<file path="src/hw/rtl/blpc_pkg.sv">
`default_nettype none

package blpc_pkg;

    localparam int MASK_W      = 12;
    localparam int LEVEL_W     = 8;
    localparam int DUTY_W      = 7;
    localparam int PHASE_W     = 6;
    localparam int WPHASE_W    = 3;
    localparam int WDUTY_W     = 4;
    localparam int WINDOW_W    = 16;
    localparam int CMD_W       = 3;
    localparam int INDEX_W     = 4;
    localparam int MODE_W      = 2;
    localparam int APB_AW      = 5;
    localparam int APB_DW      = 32;
    localparam int REG_IDX_W   = 3;

    localparam logic [LEVEL_W-1:0]  STATIC_RST   = 8'd80;
    localparam logic                REACTIVE_RST = 1'b1;
    localparam logic [LEVEL_W-1:0]  RELEASED_RST = 8'd80;
    localparam logic [LEVEL_W-1:0]  PRESSED_RST  = 8'd255;
    localparam logic [WINDOW_W-1:0] WINDOW_RST   = 16'd1500;

    typedef enum logic [CMD_W-1:0] {
        CMD_CTRL_TICK = 3'd0,
        CMD_PWM_TICK  = 3'd1,
        CMD_HOST_WR   = 3'd2,
        CMD_HOST_ON   = 3'd3,
        CMD_HOST_OFF  = 3'd4,
        CMD_SET_MODE  = 3'd5,
        CMD_TAKE_FLAG = 3'd6
    } t_cmd;

    typedef enum logic [MODE_W-1:0] {
        MODE_NORMAL = 2'd0,
        MODE_DIM    = 2'd1,
        MODE_OFF    = 2'd2
    } t_mode;

    typedef enum logic [REG_IDX_W-1:0] {
        REG_STATIC   = 3'd0,
        REG_REACTIVE = 3'd1,
        REG_RELEASED = 3'd2,
        REG_PRESSED  = 3'd3,
        REG_WINDOW   = 3'd4
    } t_reg_idx;

endpackage

`default_nettype wire

</file>
<file path="src/hw/rtl/blpc_in_if.sv">
`default_nettype none

interface blpc_in_if;
    logic                              valid;
    logic                              ready;
    logic [blpc_pkg::CMD_W-1:0]        cmd;
    logic [blpc_pkg::MASK_W-1:0]       buttons_held;
    logic [blpc_pkg::MASK_W-1:0]       buttons_pressed;
    logic [blpc_pkg::INDEX_W-1:0]      lamp_index;
    logic [blpc_pkg::LEVEL_W-1:0]      host_level;
    logic [blpc_pkg::MODE_W-1:0]       mode_req;

    modport source (
        output valid, cmd, buttons_held, buttons_pressed, lamp_index, host_level, mode_req,
        input  ready
    );
    modport sink (
        input  valid, cmd, buttons_held, buttons_pressed, lamp_index, host_level, mode_req,
        output ready
    );
endinterface

`default_nettype wire

</file>
<file path="src/hw/rtl/blpc_out_if.sv">
`default_nettype none

interface blpc_out_if;
    logic                              valid;
    logic                              ready;
    logic [blpc_pkg::MASK_W-1:0]       lamp_mask;
    logic [blpc_pkg::MODE_W-1:0]       light_mode;
    logic                              mode_flag;

    modport source (
        output valid, lamp_mask, light_mode, mode_flag,
        input  ready
    );
    modport sink (
        input  valid, lamp_mask, light_mode, mode_flag,
        output ready
    );
endinterface

`default_nettype wire

</file>
<file path="src/hw/rtl/button_lamp_pwm_controller.sv">
// Button lamp PWM controller. Every item is one command (control tick, PWM tick, host level
// write, host on/off, set mode, take flag) and yields exactly one result item carrying the
// lamp mask, the current mode and the mode-changed flag. All lamps are evaluated in parallel
// in one pass of logic, so an item is taken every cycle and its result appears in the output
// register in the cycle after acceptance; the only stall is a result not taken downstream.
// Settings are written over the APB port (register i at byte address 4*i); the user must
// write only while no item is in flight (not enforced); any settings write drops host control.
`default_nettype none

module button_lamp_pwm_controller #(
    parameter int LAMP_COUNT     = 12,
    parameter int WAD_LEFT_POS   = 8,
    parameter int WAD_RIGHT_POS  = 9,
    parameter int TEST_POS       = 10,
    parameter int SERVICE_POS    = 11,
    parameter int DIRECT_TOP_POS = 7
) (
    input  wire logic                            i_clk,
    input  wire logic                            i_rst_n,
    blpc_in_if.sink                              i_item,
    blpc_out_if.source                           o_result,
    input  wire logic                            psel,
    input  wire logic                            penable,
    input  wire logic                            pwrite,
    input  wire logic [blpc_pkg::APB_AW-1:0]     paddr,
    input  wire logic [blpc_pkg::APB_DW-1:0]     pwdata,
    output logic      [blpc_pkg::APB_DW-1:0]     prdata,
    output logic                                 pready
);

    localparam int MW = blpc_pkg::MASK_W;
    localparam int LW = blpc_pkg::LEVEL_W;
    localparam int DW = blpc_pkg::DUTY_W;
    localparam int PW = blpc_pkg::PHASE_W;
    localparam int QW = blpc_pkg::WPHASE_W;
    localparam int WD = blpc_pkg::WDUTY_W;
    localparam int CW = blpc_pkg::WINDOW_W;

    // settings
    logic [LW-1:0] r_static;
    logic          r_reactive;
    logic [LW-1:0] r_released;
    logic [LW-1:0] r_pressed;
    logic [CW-1:0] r_window_cfg;

    // state
    blpc_pkg::t_mode r_mode, n_mode;
    logic [PW-1:0]   r_phase, n_phase;
    logic [DW-1:0]   r_target [LAMP_COUNT];
    logic [DW-1:0]   n_target [LAMP_COUNT];
    logic [DW-1:0]   r_latched [LAMP_COUNT];
    logic [DW-1:0]   n_latched [LAMP_COUNT];
    logic [LW-1:0]   r_host [LAMP_COUNT];
    logic [LW-1:0]   n_host [LAMP_COUNT];
    logic [WD-1:0]   r_wad_l, n_wad_l;
    logic [WD-1:0]   r_wad_r, n_wad_r;
    logic            r_host_act, n_host_act;
    logic [CW-1:0]   r_window, n_window;
    logic            r_changed, n_changed;
    logic [MW-1:0]   r_mask, n_mask;

    // result register
    logic                  r_out_valid;
    logic [MW-1:0]         r_out_mask;
    blpc_pkg::t_mode       r_out_mode;
    logic                  r_out_flag;

    logic            accept;
    blpc_pkg::t_cmd  cmd;
    logic [15:0]     held_ext;
    logic [15:0]     pressed_ext;
    logic            test_hit;
    logic            service_hit;
    logic [CW-1:0]   sc_count;
    blpc_pkg::t_mode sc_mode;
    blpc_pkg::t_mode mode_adv;
    logic            sc_flag;
    logic [DW-1:0]   ctrl_tgt [LAMP_COUNT];
    logic [DW-1:0]   pwm_latched [LAMP_COUNT];
    logic [15:0]     lamp_hit;
    logic [DW-1:0]   wl_tgt, wr_tgt;
    logic [7:0]      wl_sum, wr_sum;
    logic [QW-1:0]   wphase;
    logic [WD-1:0]   pwm_wl, pwm_wr;
    logic            wl_on, wr_on;
    logic [MW-1:0]   pwm_mask;
    logic            cfg_wr;
    logic            cfg_hit;
    logic [blpc_pkg::REG_IDX_W-1:0] cfg_idx;

    assign accept       = i_item.valid && i_item.ready;
    assign i_item.ready = !r_out_valid || o_result.ready;
    assign cmd          = blpc_pkg::t_cmd'(i_item.cmd);
    assign held_ext     = {4'b0, i_item.buttons_held};
    assign pressed_ext  = {4'b0, i_item.buttons_pressed};
    assign test_hit     = pressed_ext[4'(TEST_POS)];
    assign service_hit  = pressed_ext[4'(SERVICE_POS)];

    // shortcut window
    always_comb begin
        unique case (r_mode)
            blpc_pkg::MODE_NORMAL: mode_adv = blpc_pkg::MODE_DIM;
            blpc_pkg::MODE_DIM:    mode_adv = blpc_pkg::MODE_OFF;
            default:               mode_adv = blpc_pkg::MODE_NORMAL;
        endcase
    end

    always_comb begin
        sc_count = test_hit ? r_window_cfg : r_window;
        sc_mode  = r_mode;
        sc_flag  = r_changed;
        if (service_hit && sc_count != '0) begin
            sc_mode  = mode_adv;
            sc_flag  = 1'b1;
            sc_count = '0;
        end else if (sc_count != '0) begin
            sc_count = sc_count - 1'b1;
        end
    end

    // per-lamp level, scaling and PWM compare
    for (genvar g = 0; g < LAMP_COUNT; g++) begin : g_lamp
        logic [LW-1:0] raw;
        logic [LW:0]   sum;
        logic [DW-1:0] req;

        always_comb begin
            if (g == WAD_LEFT_POS || g == WAD_RIGHT_POS) begin
                raw = held_ext[g] ? r_pressed : r_released;
            end else if (r_host_act && g <= DIRECT_TOP_POS) begin
                raw = r_host[g];
            end else if (r_reactive) begin
                raw = held_ext[g] ? r_pressed : r_released;
            end else begin
                raw = r_static;
            end
        end

        assign sum = {1'b0, raw} + (LW+1)'(3);
        assign req = sum[LW:2];

        always_comb begin
            case (sc_mode)
                blpc_pkg::MODE_NORMAL: ctrl_tgt[g] = req;
                blpc_pkg::MODE_DIM:    ctrl_tgt[g] = {2'b0, req[DW-1:2]};
                default:               ctrl_tgt[g] = '0;
            endcase
        end

        assign pwm_latched[g] = (r_phase == '0) ? r_target[g] : r_latched[g];
        assign lamp_hit[g]    = pwm_latched[g] > {1'b0, r_phase};
    end

    for (genvar g = LAMP_COUNT; g < 16; g++) begin : g_absent
        assign lamp_hit[g] = 1'b0;
    end

    // WAD lamps on the 8-step carrier
    always_comb begin
        wl_tgt = '0;
        wr_tgt = '0;
        for (int i = 0; i < LAMP_COUNT; i++) begin
            if (i == WAD_LEFT_POS)  wl_tgt = r_target[i];
            if (i == WAD_RIGHT_POS) wr_tgt = r_target[i];
        end
    end

    assign wphase = r_phase[QW-1:0];
    assign wl_sum = {1'b0, wl_tgt} + 8'd4;
    assign wr_sum = {1'b0, wr_tgt} + 8'd4;
    assign pwm_wl = (wphase == '0) ? wl_sum[6:3] : r_wad_l;
    assign pwm_wr = (wphase == '0) ? wr_sum[6:3] : r_wad_r;
    assign wl_on  = pwm_wl > {1'b0, wphase};
    assign wr_on  = pwm_wr > {1'b0, wphase};

    always_comb begin
        for (int i = 0; i < MW; i++) begin
            if (i == WAD_LEFT_POS || i == WAD_RIGHT_POS) begin
                pwm_mask[i] = ((i == WAD_LEFT_POS) && wl_on) || ((i == WAD_RIGHT_POS) && wr_on);
            end else begin
                pwm_mask[i] = lamp_hit[i];
            end
        end
    end

    // configuration port
    assign pready  = 1'b1;
    assign cfg_idx = paddr[blpc_pkg::APB_AW-1:2];
    assign cfg_wr  = psel && penable && pwrite;
    assign cfg_hit = cfg_wr && (cfg_idx <= blpc_pkg::REG_WINDOW);

    always_comb begin
        unique case (cfg_idx)
            blpc_pkg::REG_STATIC:   prdata = blpc_pkg::APB_DW'(r_static);
            blpc_pkg::REG_REACTIVE: prdata = blpc_pkg::APB_DW'(r_reactive);
            blpc_pkg::REG_RELEASED: prdata = blpc_pkg::APB_DW'(r_released);
            blpc_pkg::REG_PRESSED:  prdata = blpc_pkg::APB_DW'(r_pressed);
            blpc_pkg::REG_WINDOW:   prdata = blpc_pkg::APB_DW'(r_window_cfg);
            default:                prdata = '0;
        endcase
    end

    always_ff @(posedge i_clk) begin
        if (!i_rst_n) begin
            r_static     <= blpc_pkg::STATIC_RST;
            r_reactive   <= blpc_pkg::REACTIVE_RST;
            r_released   <= blpc_pkg::RELEASED_RST;
            r_pressed    <= blpc_pkg::PRESSED_RST;
            r_window_cfg <= blpc_pkg::WINDOW_RST;
        end else if (cfg_wr) begin
            unique case (cfg_idx)
                blpc_pkg::REG_STATIC:   r_static     <= pwdata[LW-1:0];
                blpc_pkg::REG_REACTIVE: r_reactive   <= pwdata[0];
                blpc_pkg::REG_RELEASED: r_released   <= pwdata[LW-1:0];
                blpc_pkg::REG_PRESSED:  r_pressed    <= pwdata[LW-1:0];
                blpc_pkg::REG_WINDOW:   r_window_cfg <= pwdata[CW-1:0];
                default: ;
            endcase
        end
    end

    // next state
    always_comb begin
        n_mode     = r_mode;
        n_phase    = r_phase;
        n_target   = r_target;
        n_latched  = r_latched;
        n_host     = r_host;
        n_wad_l    = r_wad_l;
        n_wad_r    = r_wad_r;
        n_host_act = r_host_act;
        n_window   = r_window;
        n_changed  = r_changed;
        n_mask     = r_mask;
        if (accept) begin
            case (cmd)
                blpc_pkg::CMD_CTRL_TICK: begin
                    n_window  = sc_count;
                    n_mode    = sc_mode;
                    n_changed = sc_flag;
                    n_target  = ctrl_tgt;
                end
                blpc_pkg::CMD_PWM_TICK: begin
                    n_latched = pwm_latched;
                    n_wad_l   = pwm_wl;
                    n_wad_r   = pwm_wr;
                    n_mask    = pwm_mask;
                    n_phase   = r_phase + 1'b1;
                end
                blpc_pkg::CMD_HOST_WR: begin
                    for (int i = 0; i < LAMP_COUNT; i++) begin
                        if (i_item.lamp_index == blpc_pkg::INDEX_W'(i)) begin
                            n_host[i] = i_item.host_level;
                        end
                    end
                end
                blpc_pkg::CMD_HOST_ON:  n_host_act = 1'b1;
                blpc_pkg::CMD_HOST_OFF: n_host_act = 1'b0;
                blpc_pkg::CMD_SET_MODE: begin
                    if (i_item.mode_req <= blpc_pkg::MODE_OFF) begin
                        n_mode = blpc_pkg::t_mode'(i_item.mode_req);
                    end
                end
                blpc_pkg::CMD_TAKE_FLAG: n_changed = 1'b0;
                default: ;
            endcase
        end
        if (cfg_hit) begin
            n_host_act = 1'b0;
        end
    end

    always_ff @(posedge i_clk) begin
        if (!i_rst_n) begin
            r_mode     <= blpc_pkg::MODE_NORMAL;
            r_phase    <= '0;
            r_wad_l    <= '0;
            r_wad_r    <= '0;
            r_host_act <= 1'b0;
            r_window   <= '0;
            r_changed  <= 1'b0;
            r_mask     <= '0;
            for (int i = 0; i < LAMP_COUNT; i++) begin
                r_target[i]  <= '0;
                r_latched[i] <= '0;
                r_host[i]    <= '0;
            end
        end else begin
            r_mode     <= n_mode;
            r_phase    <= n_phase;
            r_target   <= n_target;
            r_latched  <= n_latched;
            r_host     <= n_host;
            r_wad_l    <= n_wad_l;
            r_wad_r    <= n_wad_r;
            r_host_act <= n_host_act;
            r_window   <= n_window;
            r_changed  <= n_changed;
            r_mask     <= n_mask;
        end
    end

    // result register
    always_ff @(posedge i_clk) begin
        if (!i_rst_n) begin
            r_out_valid <= 1'b0;
        end else if (accept) begin
            r_out_valid <= 1'b1;
        end else if (o_result.ready) begin
            r_out_valid <= 1'b0;
        end
    end

    always_ff @(posedge i_clk) begin
        if (accept) begin
            r_out_mask <= n_mask;
            r_out_mode <= n_mode;
            r_out_flag <= (cmd == blpc_pkg::CMD_TAKE_FLAG) ? r_changed : n_changed;
        end
    end

    assign o_result.valid      = r_out_valid;
    assign o_result.lamp_mask  = r_out_mask;
    assign o_result.light_mode = r_out_mode;
    assign o_result.mode_flag  = r_out_flag;

    // checks
    a_result_after_accept: assert property (@(posedge i_clk) disable iff (!i_rst_n)
        accept |=> r_out_valid)
        else $error("no result after accepted item");

    a_phase_only_on_pwm: assert property (@(posedge i_clk) disable iff (!i_rst_n)
        !(accept && cmd == blpc_pkg::CMD_PWM_TICK) |=> $stable(r_phase))
        else $error("carrier phase moved without pwm tick");

    a_take_clears_flag: assert property (@(posedge i_clk) disable iff (!i_rst_n)
        (accept && cmd == blpc_pkg::CMD_TAKE_FLAG) |=> !r_changed && r_out_flag == $past(r_changed))
        else $error("take flag mishandled");

    a_set_mode: assert property (@(posedge i_clk) disable iff (!i_rst_n)
        (accept && cmd == blpc_pkg::CMD_SET_MODE && i_item.mode_req <= blpc_pkg::MODE_OFF)
        |=> r_mode == $past(i_item.mode_req))
        else $error("set mode not applied");

endmodule

`default_nettype wire

</file>
<file path="src/flat_wrapper.sv">
// flat-port wrapper written by rule: the top's interface ports become plain ports
module button_lamp_pwm_controller_flat 
#(
    parameter int LAMP_COUNT     = 12,
    parameter int WAD_LEFT_POS   = 8,
    parameter int WAD_RIGHT_POS  = 9,
    parameter int TEST_POS       = 10,
    parameter int SERVICE_POS    = 11,
    parameter int DIRECT_TOP_POS = 7
)
  (i_clk, i_rst_n, psel, penable, pwrite, paddr, pwdata, prdata, pready, i_item_valid, i_item_cmd, i_item_buttons_held, i_item_buttons_pressed, i_item_lamp_index, i_item_host_level, i_item_mode_req, i_item_ready, o_result_valid, o_result_lamp_mask, o_result_light_mode, o_result_mode_flag, o_result_ready);
  blpc_in_if i_item_i ();
  blpc_out_if o_result_i ();
  input  wire logic i_clk;
  input  wire logic i_rst_n;
  input  wire logic psel;
  input  wire logic penable;
  input  wire logic pwrite;
  input  wire logic [blpc_pkg::APB_AW-1:0] paddr;
  input  wire logic [blpc_pkg::APB_DW-1:0] pwdata;
  output logic      [blpc_pkg::APB_DW-1:0] prdata;
  output logic pready;
  input wire logic [$bits(i_item_i.valid)-1:0] i_item_valid;
  input wire logic [$bits(i_item_i.cmd)-1:0] i_item_cmd;
  input wire logic [$bits(i_item_i.buttons_held)-1:0] i_item_buttons_held;
  input wire logic [$bits(i_item_i.buttons_pressed)-1:0] i_item_buttons_pressed;
  input wire logic [$bits(i_item_i.lamp_index)-1:0] i_item_lamp_index;
  input wire logic [$bits(i_item_i.host_level)-1:0] i_item_host_level;
  input wire logic [$bits(i_item_i.mode_req)-1:0] i_item_mode_req;
  output wire logic [$bits(i_item_i.ready)-1:0] i_item_ready;
  output wire logic [$bits(o_result_i.valid)-1:0] o_result_valid;
  output wire logic [$bits(o_result_i.lamp_mask)-1:0] o_result_lamp_mask;
  output wire logic [$bits(o_result_i.light_mode)-1:0] o_result_light_mode;
  output wire logic [$bits(o_result_i.mode_flag)-1:0] o_result_mode_flag;
  input wire logic [$bits(o_result_i.ready)-1:0] o_result_ready;
  assign i_item_i.valid = i_item_valid;
  assign i_item_i.cmd = i_item_cmd;
  assign i_item_i.buttons_held = i_item_buttons_held;
  assign i_item_i.buttons_pressed = i_item_buttons_pressed;
  assign i_item_i.lamp_index = i_item_lamp_index;
  assign i_item_i.host_level = i_item_host_level;
  assign i_item_i.mode_req = i_item_mode_req;
  assign i_item_ready = i_item_i.ready;
  assign o_result_valid = o_result_i.valid;
  assign o_result_lamp_mask = o_result_i.lamp_mask;
  assign o_result_light_mode = o_result_i.light_mode;
  assign o_result_mode_flag = o_result_i.mode_flag;
  assign o_result_i.ready = o_result_ready;
  button_lamp_pwm_controller #(.LAMP_COUNT(LAMP_COUNT), .WAD_LEFT_POS(WAD_LEFT_POS), .WAD_RIGHT_POS(WAD_RIGHT_POS), .TEST_POS(TEST_POS), .SERVICE_POS(SERVICE_POS), .DIRECT_TOP_POS(DIRECT_TOP_POS)) u_core (.i_clk(i_clk), .i_rst_n(i_rst_n), .i_item(i_item_i), .o_result(o_result_i), .psel(psel), .penable(penable), .pwrite(pwrite), .paddr(paddr), .pwdata(pwdata), .prdata(prdata), .pready(pready));
endmodule
</file>
<file path="config.mk">
export PLATFORM = sky130hd
export DESIGN_NAME = button_lamp_pwm_controller_flat
export DESIGN_NICKNAME = d
export VERILOG_FILES = /design/src/hw/rtl/blpc_pkg.sv /design/src/hw/rtl/blpc_in_if.sv /design/src/hw/rtl/blpc_out_if.sv /design/src/hw/rtl/button_lamp_pwm_controller.sv /design/src/flat_wrapper.sv
export SDC_FILE = /design/constraint.sdc
export NUM_CORES = 1
export LEC_CHECK = 0
export ABC_AREA = 1
export BUFFER_PORTS_ARGS = -buffer_cell sky130_fd_sc_hd__buf_4
export CAP_MARGIN = 10
export CORE_UTILIZATION = 39
export CTS_BUF_LIST = sky130_fd_sc_hd__clkbuf_16
export DETAILED_ROUTE_END_ITERATION = 6
export PLACE_DENSITY = 0.68
export SYNTH_ARGS = -nofsm -noshare
export SYNTH_HDL_FRONTEND = slang
export SYNTH_SLANG_ARGS = --single-unit
export TNS_END_PERCENT = 50
</file>
<file path="constraint.sdc">
create_clock -name i_clk -period 2.85 [get_ports i_clk]
set_input_delay 0.285 -clock i_clk [delete_from_list [all_inputs] [get_ports i_clk]]
set_output_delay 0.285 -clock i_clk [all_outputs]
set_load 0.1 [all_outputs]
</file>
# After elaboration in Yosys (flattened, before gate mapping)
# Cells that the tools add are included.
# totals
input_bits	85
out_inout_bits	50
word_cells	191
reg_bits	305
mem_bits_ro	0
ram_bits	0
mem_count	0
latch_bits	0
# op_classes
n_shift	0
addsub	15
n_mul	0
n_mux	66
n_eq_ne	18
n_reduce_logical	31
magnitude_cmp	14
bitwise	1
n_div	0
# op_table
cell	count
8-bit two-way mux	30
7-bit one-hot mux with 2 select lines	12
8-bit by 2-bit adder with 9-bit output (second input constant)	12
16-bit one-hot mux with 5 select lines	1
7-bit by 6-bit > comparator with 1-bit output	10
7-bit two-way mux	10
12-bit two-way mux	2
3-bit AND reduction	8
4-bit by 3-bit == test with 1-bit output (second input constant)	4
2-bit AND reduction	8
7-bit by 3-bit adder with 7-bit output (second input constant)	2
3-bit by 2-bit == test with 1-bit output (second input constant)	4
3-bit == test (second input constant)	4
3-bit logical NOT	3
4-bit by 2-bit == test with 1-bit output (second input constant)	2
4-bit by 3-bit > comparator with 1-bit output	2
4-bit two-way mux	2
6-bit by 1-bit adder with 6-bit output (second input constant)	1
3-bit by 1-bit == test with 1-bit output (second input constant)	2
6-bit logical NOT	1
2-bit two-way mux	3
1-bit two-way mux	5
4-bit by 1-bit == test with 1-bit output (second input constant)	1
1-bit logical AND	4
other kinds (11)	12

# Logic depth before layout (Yosys ltp)
# Gate-level depths: netlist of run 1.
# logic_depth
ltp_word	5
depth_mapped	18

# Worst setup path after synthesis of run 1
# Ideal clock, no wire load.
# synth_path
path_kind	register to register
from	reg u_core.r_out_valid, in the netlist u_core.o_result.valid
to	reg u_core.r_target[4] in the netlist's numbering
arrival_time_ns	3.179
path_stages_with_launch	10
setup_slack_ns	-0.438
t_required_ns	2.741
n_path_buf	2
cell_sequence	dfxtp_1 nand2_1 nand2_2 inv_2 nand3_1 buf_2 buf_1 a21oi_1 nand2_1 inv_1
# synth_between
elab_chain_len	4
# synth_lines
item	line	source
from (decl)	button_lamp_pwm_controller.sv:63	logic r_out_valid;
from (signal assigned)	button_lamp_pwm_controller.sv:306	r_out_valid <= 1'b0;
from (signal assigned)	button_lamp_pwm_controller.sv:308	r_out_valid <= 1'b1;
from (signal assigned)	button_lamp_pwm_controller.sv:310	r_out_valid <= 1'b0;
1-bit logical NOT	button_lamp_pwm_controller.sv:92	assign i_item.ready = !r_out_valid || o_result.ready;
1-bit logical OR	button_lamp_pwm_controller.sv:92	
named net i_item_ready	flat_wrapper.sv:30	output wire logic [$bits(i_item_i.ready)-1:0] i_item_ready;
1-bit logical AND	button_lamp_pwm_controller.sv:91	assign accept = i_item.valid && i_item.ready;
named net u_core.accept	button_lamp_pwm_controller.sv:68	logic accept;
2-bit AND reduction (no source line)	-	
to (signal assigned)	button_lamp_pwm_controller.sv:291	r_target <= n_target;
to (decl)	button_lamp_pwm_controller.sv:49	logic [DW-1:0] r_target [LAMP_COUNT];
# The timed path passes the listed nets, and every way through them passes these cells.
# A chain may end at the register's enable or synchronous reset.

==> results of run 1 <==
-- cell usage after synthesis, types with 3 or more instances --
cell      number  share of area (%)
inv_2         13               0.28
buf_1          5               0.11
edfxtp_1      15                2.6
buf_6          3               0.19
nand3b_1       3               0.13
a21oi_4        3               0.28
nand4_1       27               0.97
a31oi_1       16               0.58
o21ai_1       12               0.35
nand3_2        8               0.46
inv_1        236                5.1
nand2_1      545                 12
and3_1        12               0.43
o21ai_0      224                6.5
o21ai_2        8               0.40
a221oi_1       8               0.40
nor2_1       342                7.4
clkinv_1       6               0.13
nor3_1        20               0.58
buf_4         29                1.3
clkbuf_2       5               0.14
nand3_1      223                6.4
mux2i_1       12               0.69
a21oi_1      224                6.5
xnor2_1        3               0.15
ha_1          70                5.0
nand2_2        4               0.14
clkbuf_1      62                1.3
dfxtp_1      286                 33
buf_2         56                1.6
or2_2          5               0.18
o211ai_1      19               0.82
a211oi_1      58                2.5
nor2_2        20               0.72
-- report_power, final --
group,leakage (uW),switching [uW],internal [uW],total [uW]
registers,0.00247,51.5,4340,4400
clock network,0.000556,1870,2490,4360
logic,0.00558,1250,580,1830
total,0.00860,3170,7410,10600
-- layout by cell type (no fill, tap or decap), types with 19 or more instances in the layout --
cell type / netlist / layout
dfxtp_1: 286 / 284
nand3_1: 223 / 222
a21oi_1: 224 / 219
o211ai_1: 19 / 19
nor2_1: 342 / 337
a211oi_1: 58 / 56
nand2_1: 545 / 544
o21ai_0: 224 / 222
nor3_1: 20 / 20
ha_1: 70 / 70
nor2_2: 20 / 23
buf_4: 29 / 117
nand4_1: 27 / 27
inv_1: 236 / 240
clkbuf_16: 0 / 37
-- metal layers --
| layer | track usage (%) | up-vias | wire [um] |
|---|---|---|---|
| met5 | 0 | - | 0 |
| met4 | 7.517 | 0 | 1169 |
| met3 | 3.398 | 83 | 3485 |
| met2 | 32.85 | 568 | 21330 |
| met1 | 31.34 | 7771 | 24010 |
| li1 | - | 8645 | - |
-- cell families (layout without fill, tap and decap cells) --
kind of cell,Yosys count,count (layout),synth area share [%]
buffers and inverters,415,462,10.17
other,2,17,0.04326
xor gates and xnor gates,5,5,0.2523
adders and majority gates,70,70,5.045
AOI/OAI and AO/OA,579,579,18.61
DFF,301,301,35.57
and+or+nand+nor,1217,1217,29.62
muxes,12,12,0.6919
-- through the flow --
stage / utilization [%] / hold WS (ps) / area (sq um) / setup WS, ps / cells
floorplan: - / 386.2 / 17420 / -217.9 / 2616
global placement: 42.34 / 425.7 / 18400 / 191.6 / 3166
detailed placement: 42.34 / 442.6 / 18400 / 120.3 / 3166
CTS: 45.17 / 1.531 / 19630 / 104.9 / 3244
global route: 45.41 / 18.95 / 19730 / -57.39 / 3248
finish: 45.41 / 9.684 / 19730 / 130.6 / 3248
-- worst min-delay path by stage --
stage	from	endpoint	slack [ps]	cells past startpoint
CTS	pwdata[0]	u_core.r_pressed[0]$_SDFFE_PN1P_	2	3
detailed placement	u_core.r_host[84]$_SDFFE_PN0P_	u_core.r_host[84]$_SDFFE_PN0P_	440	2
global route	pwdata[0]	u_core.r_pressed[0]$_SDFFE_PN1P_	20	3
global placement	u_core.r_changed$_SDFF_PN0_	u_core.o_result.mode_flag$_DFFE_PP_	430	0
finish	pwdata[9]	u_core.r_window_cfg[9]$_SDFFE_PN0P_	10	3
floorplan	i_item_cmd[2]	u_core.r_host_act$_SDFFE_PP0P_	390	1
-- cell type report --
type                            count  area, sq um
Clock buffer                       36        900.9
Clock inverter                     29        200.2
Fill cell                        4379        23720
Inverter                          255        959.7
Multi-Input combinational cell   1900         9550
Sequential cell                   301         6178
Tap cell                          585        732.0
Timing Repair Buffer              142         1212
-- sequential cells by signal, summed over array words and instances, names as in the netlist --
name / count
u_core.o_result.lamp_mask: 12
u_core.o_result.light_mode: 2
u_core.o_result.mode_flag: 1
u_core.o_result.valid: 1
u_core.r_changed: 1
u_core.r_host: 64
u_core.r_host_act: 1
u_core.r_latched: 70
u_core.r_mask: 12
u_core.r_mode: 2
u_core.r_phase: 6
u_core.r_pressed: 8
u_core.r_reactive: 1
u_core.r_released: 8
u_core.r_static: 8
u_core.r_target: 70
u_core.r_wad_l: 4
u_core.r_wad_r: 4
u_core.r_window_cfg: 16
u_core.wl_tgt: 5
u_core.wr_tgt: 5
-- worst reg2reg max path, cell delays in order (launching register included) --
cell	delay [ps]
dfxtp_1	310
inv_2	70
ha_1	140
inv_1	60
nor2_4	80
nand4_1	220
buf_6	230
buf_12	160
a21oi_1	230
ha_1	290
and3_1	190
a211oi_1	180
nand3_1	100
o211ai_1	110
nand2_1	90
-- what timing repair did --
| action | CTS | global route |
|---|---|---|
| hold endpoints to repair | 24 | 0 |
| buffers inserted | 0 | 2 |
| hold buffers | 13 | 0 |
| endpoints found under the setup margin | 0 | 10 |
| resized for setup | 0 | 17 |
==> impl_metrics.yaml, run 1 <==
yosys:
  syn_inst: 2601
  async_flop_share_pct: 0
  synth.distinct_cells: 46
  ys_seq_area_share_pct: 35.57
  synth-warning-count: 0
  syn_area_sq_um: 17360
  synth-seq-cells: 301
  avgSynthCellArea_sq_um: 6.675
  synth_flop_cell: "dfxtp_1"
  synth-edff-count: 15
final_layout:
  drive_gt1_share_pct: 9.914
  area_growth_pct: 13.66
  fin_nets: 2791
  antenna_cells: 0
setup_path:
  cp_num_buf_inv: 4
  rrSetupSlack_ps: 130
  crit_type: "reg2reg"
  worstPathArrival_ps: 3020
  crit_path_end_kind: "register"
  r2r-end: "u_core.o_result.lamp_mask[5]$_DFFE_PP_"
  cp-startpoint: "u_core.r_phase[0]$_SDFFE_PN0P_"
  slowest_delay_ps: 310
  r2r-start: "u_core.r_phase[0]$_SDFFE_PN0P_"
  r2r_cells: 14
  crit_chain: "inv_2, ha_1, inv_1, nor2_4, nand4_1, buf_6, buf_12, a21oi_1, ha_1, and3_1, a211oi_1, nand3_1, o211ai_1, nand2_1"
  crit_top_cell: "ha_1"
  crit_path_start_kind: "register"
  cp.depth: 14
  cp_slowest_cell: "dfxtp_1"
  endpoint: "u_core.o_result.lamp_mask[5]$_DFFE_PP_"
  cp_max_fo: 32
  cp.required_ps: 3150
  path_delay_family: "simple AND/OR/NAND/NOR gates"
sta:
  finalMaxSlewViolations: 0
  rsz0062_at_grt: "yes"
  period_share_pct: 95.42
  slew_headroom_pct: 44.88
  timing_hold_violations_final: 0
  skew_ps: 11.30
  fin_tns_setup_ps: 0
  setup_violations: 0
  worstMarginPinSlew_ps: 826.8
  period_minus_slack_ps: 2719
  fmax_mhz: 367.7
place:
  place_congestion: 0.8724
  portBuffers: 87
  dp_hpwl_um: 34980
die:
  die_area_sq_um: 45360
  die_width_um: 213.0
  die_h_um: 213.0
  core_sq_um: 43460
  initial_utilization_pct: 39.95
  std_cell_rows: 76
  ioPinCount: 135
global_route:
  overflow: 0
  grt_pass1_vias: 15070
  grt_pass1_wl_um: 79660
  grtUsageTotal_pct: 21.81
  antenna_found_initial: 0
  grt_max_degree: 73
run_status:
  status: "finished clean"
clock_tree:
  clockRootBuffer: "clkbuf_16"
  clk_pin_slew_ps: 60
  cts_tree: "done"
  htreeDepth: 2
  clkSinkCount: 301
  cts_inserted_buffers: 36
  clockBufferDepth: 3
  clk_latency_ps: 550
drt:
  antenna_left: 0
  vias_per_cell: 5.255
  via_count: 17067
  post_drt_wl_per_cell_um: 15.39
  drt-initial-drc-count: 1525
  drt-total-wl_um: 50000
  dr.pass1.iters: 6
  drcViolationCount: 0
min_path:
  min_path_type: "in2reg"
pwr:
  power_density_nw_per_um2: 536.5
  vdd_drop_max_mv: 0.3099
  p_leak_uw: 0.008603
  finalPower_uw: 10590
job:
  maxCapViolations: 0
No activity file was read; power rests on OpenSTA's default activity.
==> run 2: changes to the inputs <==
CAP_MARGIN = 20   (was 10)
SETUP_SLACK_MARGIN = 0.5   (was not set)
==> run 2 against run 1 <==
Sequential share of layout area down 1.5 points. Clock power up 0.9%. Fmax up 3.6%. Setup slack better by 93 ps. Sequential power about the same. Hold slack better by 9.4 ps. Core utilization up 2.3 points. Count of clock-buffer cells in the layout up 2. Clock skew up 1.3 ps. First-iteration DRC count up 7.8%. Critical path type unchanged. Highest routed layer unchanged.
==> impl_metrics.yaml, run 2 (synthesis results as in run 1) <==
run_status:
  status: "finished clean"
final_layout:
  final_common_cell: "nand2_1"
  area_growth_pct: 19.36
  postLayoutCellArea_sq_um: 20720
  final_cell_mix: "544 x nand2_1, 308 x nor2_1, 282 x dfxtp_1, 238 x inv_1, 222 x nand3_1"
  antenna_cells: 0
  fin_nets: 2802
  reg_top3: "u_core.r_latched x70, u_core.r_target x70, u_core.r_host x64"
  drive_gt1_share_pct: 13.88
pwr:
  power_density_nw_per_um2: 523.6
  p_comb_share_pct: 18.9
  vdd_drop_max_mv: 0.4181
  p_leak_uw: 0.008883
  p_seq_share_pct: 40.6
  power.switching_uw: 3209
  intPower_uw: 7641
  p_clk_share_pct: 40.5
  p_sw_share_pct: 29.57
  finalPower_uw: 10850
die:
  die_h_um: 213.0
  std_cell_rows: 76
  die_width_um: 213.0
  initial_utilization_pct: 39.95
  core_sq_um: 43460
  ioPinCount: 135
  die_area_sq_um: 45360
global_route:
  use_met2_pct: 35.20
  grt_max_degree: 154
  antenna_found_initial: 0
  use_met1_pct: 31.73
  grt_pass1_vias: 15785
  overflow: 0
  grtUsageTotal_pct: 22.30
  met3_usage_pct: 2.544
  busiest_layer: "met2"
  grt_pass1_wl_um: 82170
sta:
  slew_headroom_pct: 44.61
  timing_hold_violations_final: 0
  worstMarginPinSlew_ps: 830.0
  fmax_mhz: 380.8
  setup_violations: 0
  rsz0062_at_grt: "yes"
  finalMaxSlewViolations: 0
  period_minus_slack_ps: 2626
  skew_ps: 12.57
  period_share_pct: 92.14
clock_tree:
  clockRootBuffer: "clkbuf_16"
  htreeDepth: 2
  cts_inserted_buffers: 34
  clockBufferDepth: 3
  clkSinkCount: 301
  cts_tree: "done"
  clk_latency_ps: 530
  clk_pin_slew_ps: 60
min_path:
  min_path_type: "in2reg"
drt:
  vias_per_cell: 5.314
  via_count: 17313
  post_drt_wl_per_cell_um: 15.86
  drcViolationCount: 0
  antenna_left: 0
  drt-initial-drc-count: 1644
  dr.pass1.iters: 6
  drt-total-wl_um: 51680
setup_path:
  cp.required_ps: 3120
  worstPathArrival_ps: 2900
  crit_chain: "inv_6, ha_4, inv_2, nor2_4, nand4_1, buf_6, buf_12, buf_16, nor2_4, a21oi_2, ha_1, buf_4, a211oi_2, nand3_1, o211ai_1, nand2_1"
  cp_max_fo: 7
  crit_top_cell: "nor2_4"
  cp_slowest_cell: "dfxtp_4"
  slowest_delay_ps: 360
  crit_path_end_kind: "register"
  crit_type: "reg2reg"
  crit_path_start_kind: "register"
place:
  dpl-instance-area_sq_um: 18560
  place_congestion: 0.9331
  dp_hpwl_um: 34860
  portBuffers: 87
job:
  maxCapViolations: 0
run 2: metal layers:
metal	vias up	wire, um
met5	-	0
met4	0	1154
met3	78	2620
met2	516	23390
met1	8039	24510
li1	8680	-
run 2: path summary, 6_finish.rpt:
| kind | from | end | slack (ps) | depth (start not counted) |
|---|---|---|---|---|
| setup / recovery | u_core.r_phase[1]$_SDFFE_PN0P_ | u_core.o_result.lamp_mask[6]$_DFFE_PP_ | 220 | 16 |
| hold / removal | i_item_cmd[1] | u_core.r_changed$_SDFF_PN0_ | 20 | 2 |
| hold reg to reg | u_core.r_host[56]$_SDFFE_PN0P_ | u_core.r_host[56]$_SDFFE_PN0P_ | 450 | 2 |
| setup reg to reg | u_core.r_phase[1]$_SDFFE_PN0P_ | u_core.o_result.lamp_mask[6]$_DFFE_PP_ | 220 | 16 |
run 2: final cells by class:
| type | count | area (sq um) |
|---|---|---|
| inverter | 255 | 974.7 |
| fill | 4303 | 22730 |
| clock buffer | 38 | 950.9 |
| multi-input combinational | 1900 | 10110 |
| timing repair buffer | 155 | 1592 |
| tap | 585 | 732.0 |
| sequential | 301 | 6186 |
| clock inverter | 24 | 177.7 |
run 2: per-stage QoR:
stage	setup TNS (ps)	cells	setup WS, ps	hold WS (ps)	util (%)
after floorplan	-1525	2616	-217.9	386.2	-
after global placement	0	3162	214.2	414.9	42.70
after detailed placement	0	3162	114.9	432.6	42.70
after CTS	0	3248	287.3	0.1908	46.53
after global routing	0	3258	118.2	17.68	47.69
final	0	3258	224.1	19.13	47.69
run 2: power groups by stage:
stage	Combinational, uW	Clock [uW]	Sequential, uW
5_1_grt	2260	4660	4410
4_1_cts	1930	4480	4400
2_1_floorplan	1310	0	4580
3_5_place_dp	1810	0	4490
6_report	2050	4400	4400
3_3_place_gp	1760	0	4490
run 2: worst max-delay path, delay by kind of cell (launching register included):
family                     cells  cell delay [ps]
buffers and inverters          6              690
and+or+nand+nor                5              430
DFF                            1              360
AOI/OAI and AO/OA              3              410
adders and majority gates      2              460
run 2: repair_timing:
item / in CTS / in global routing
pin swaps: 37 / 35
buffers inserted: 11 / 6
hold buffers: 8 / 0
hold endpoints to repair: 11 / 0
endpoints found under the setup margin: 32 / 73
cloned: 5 / 4
resized for setup: 58 / 67
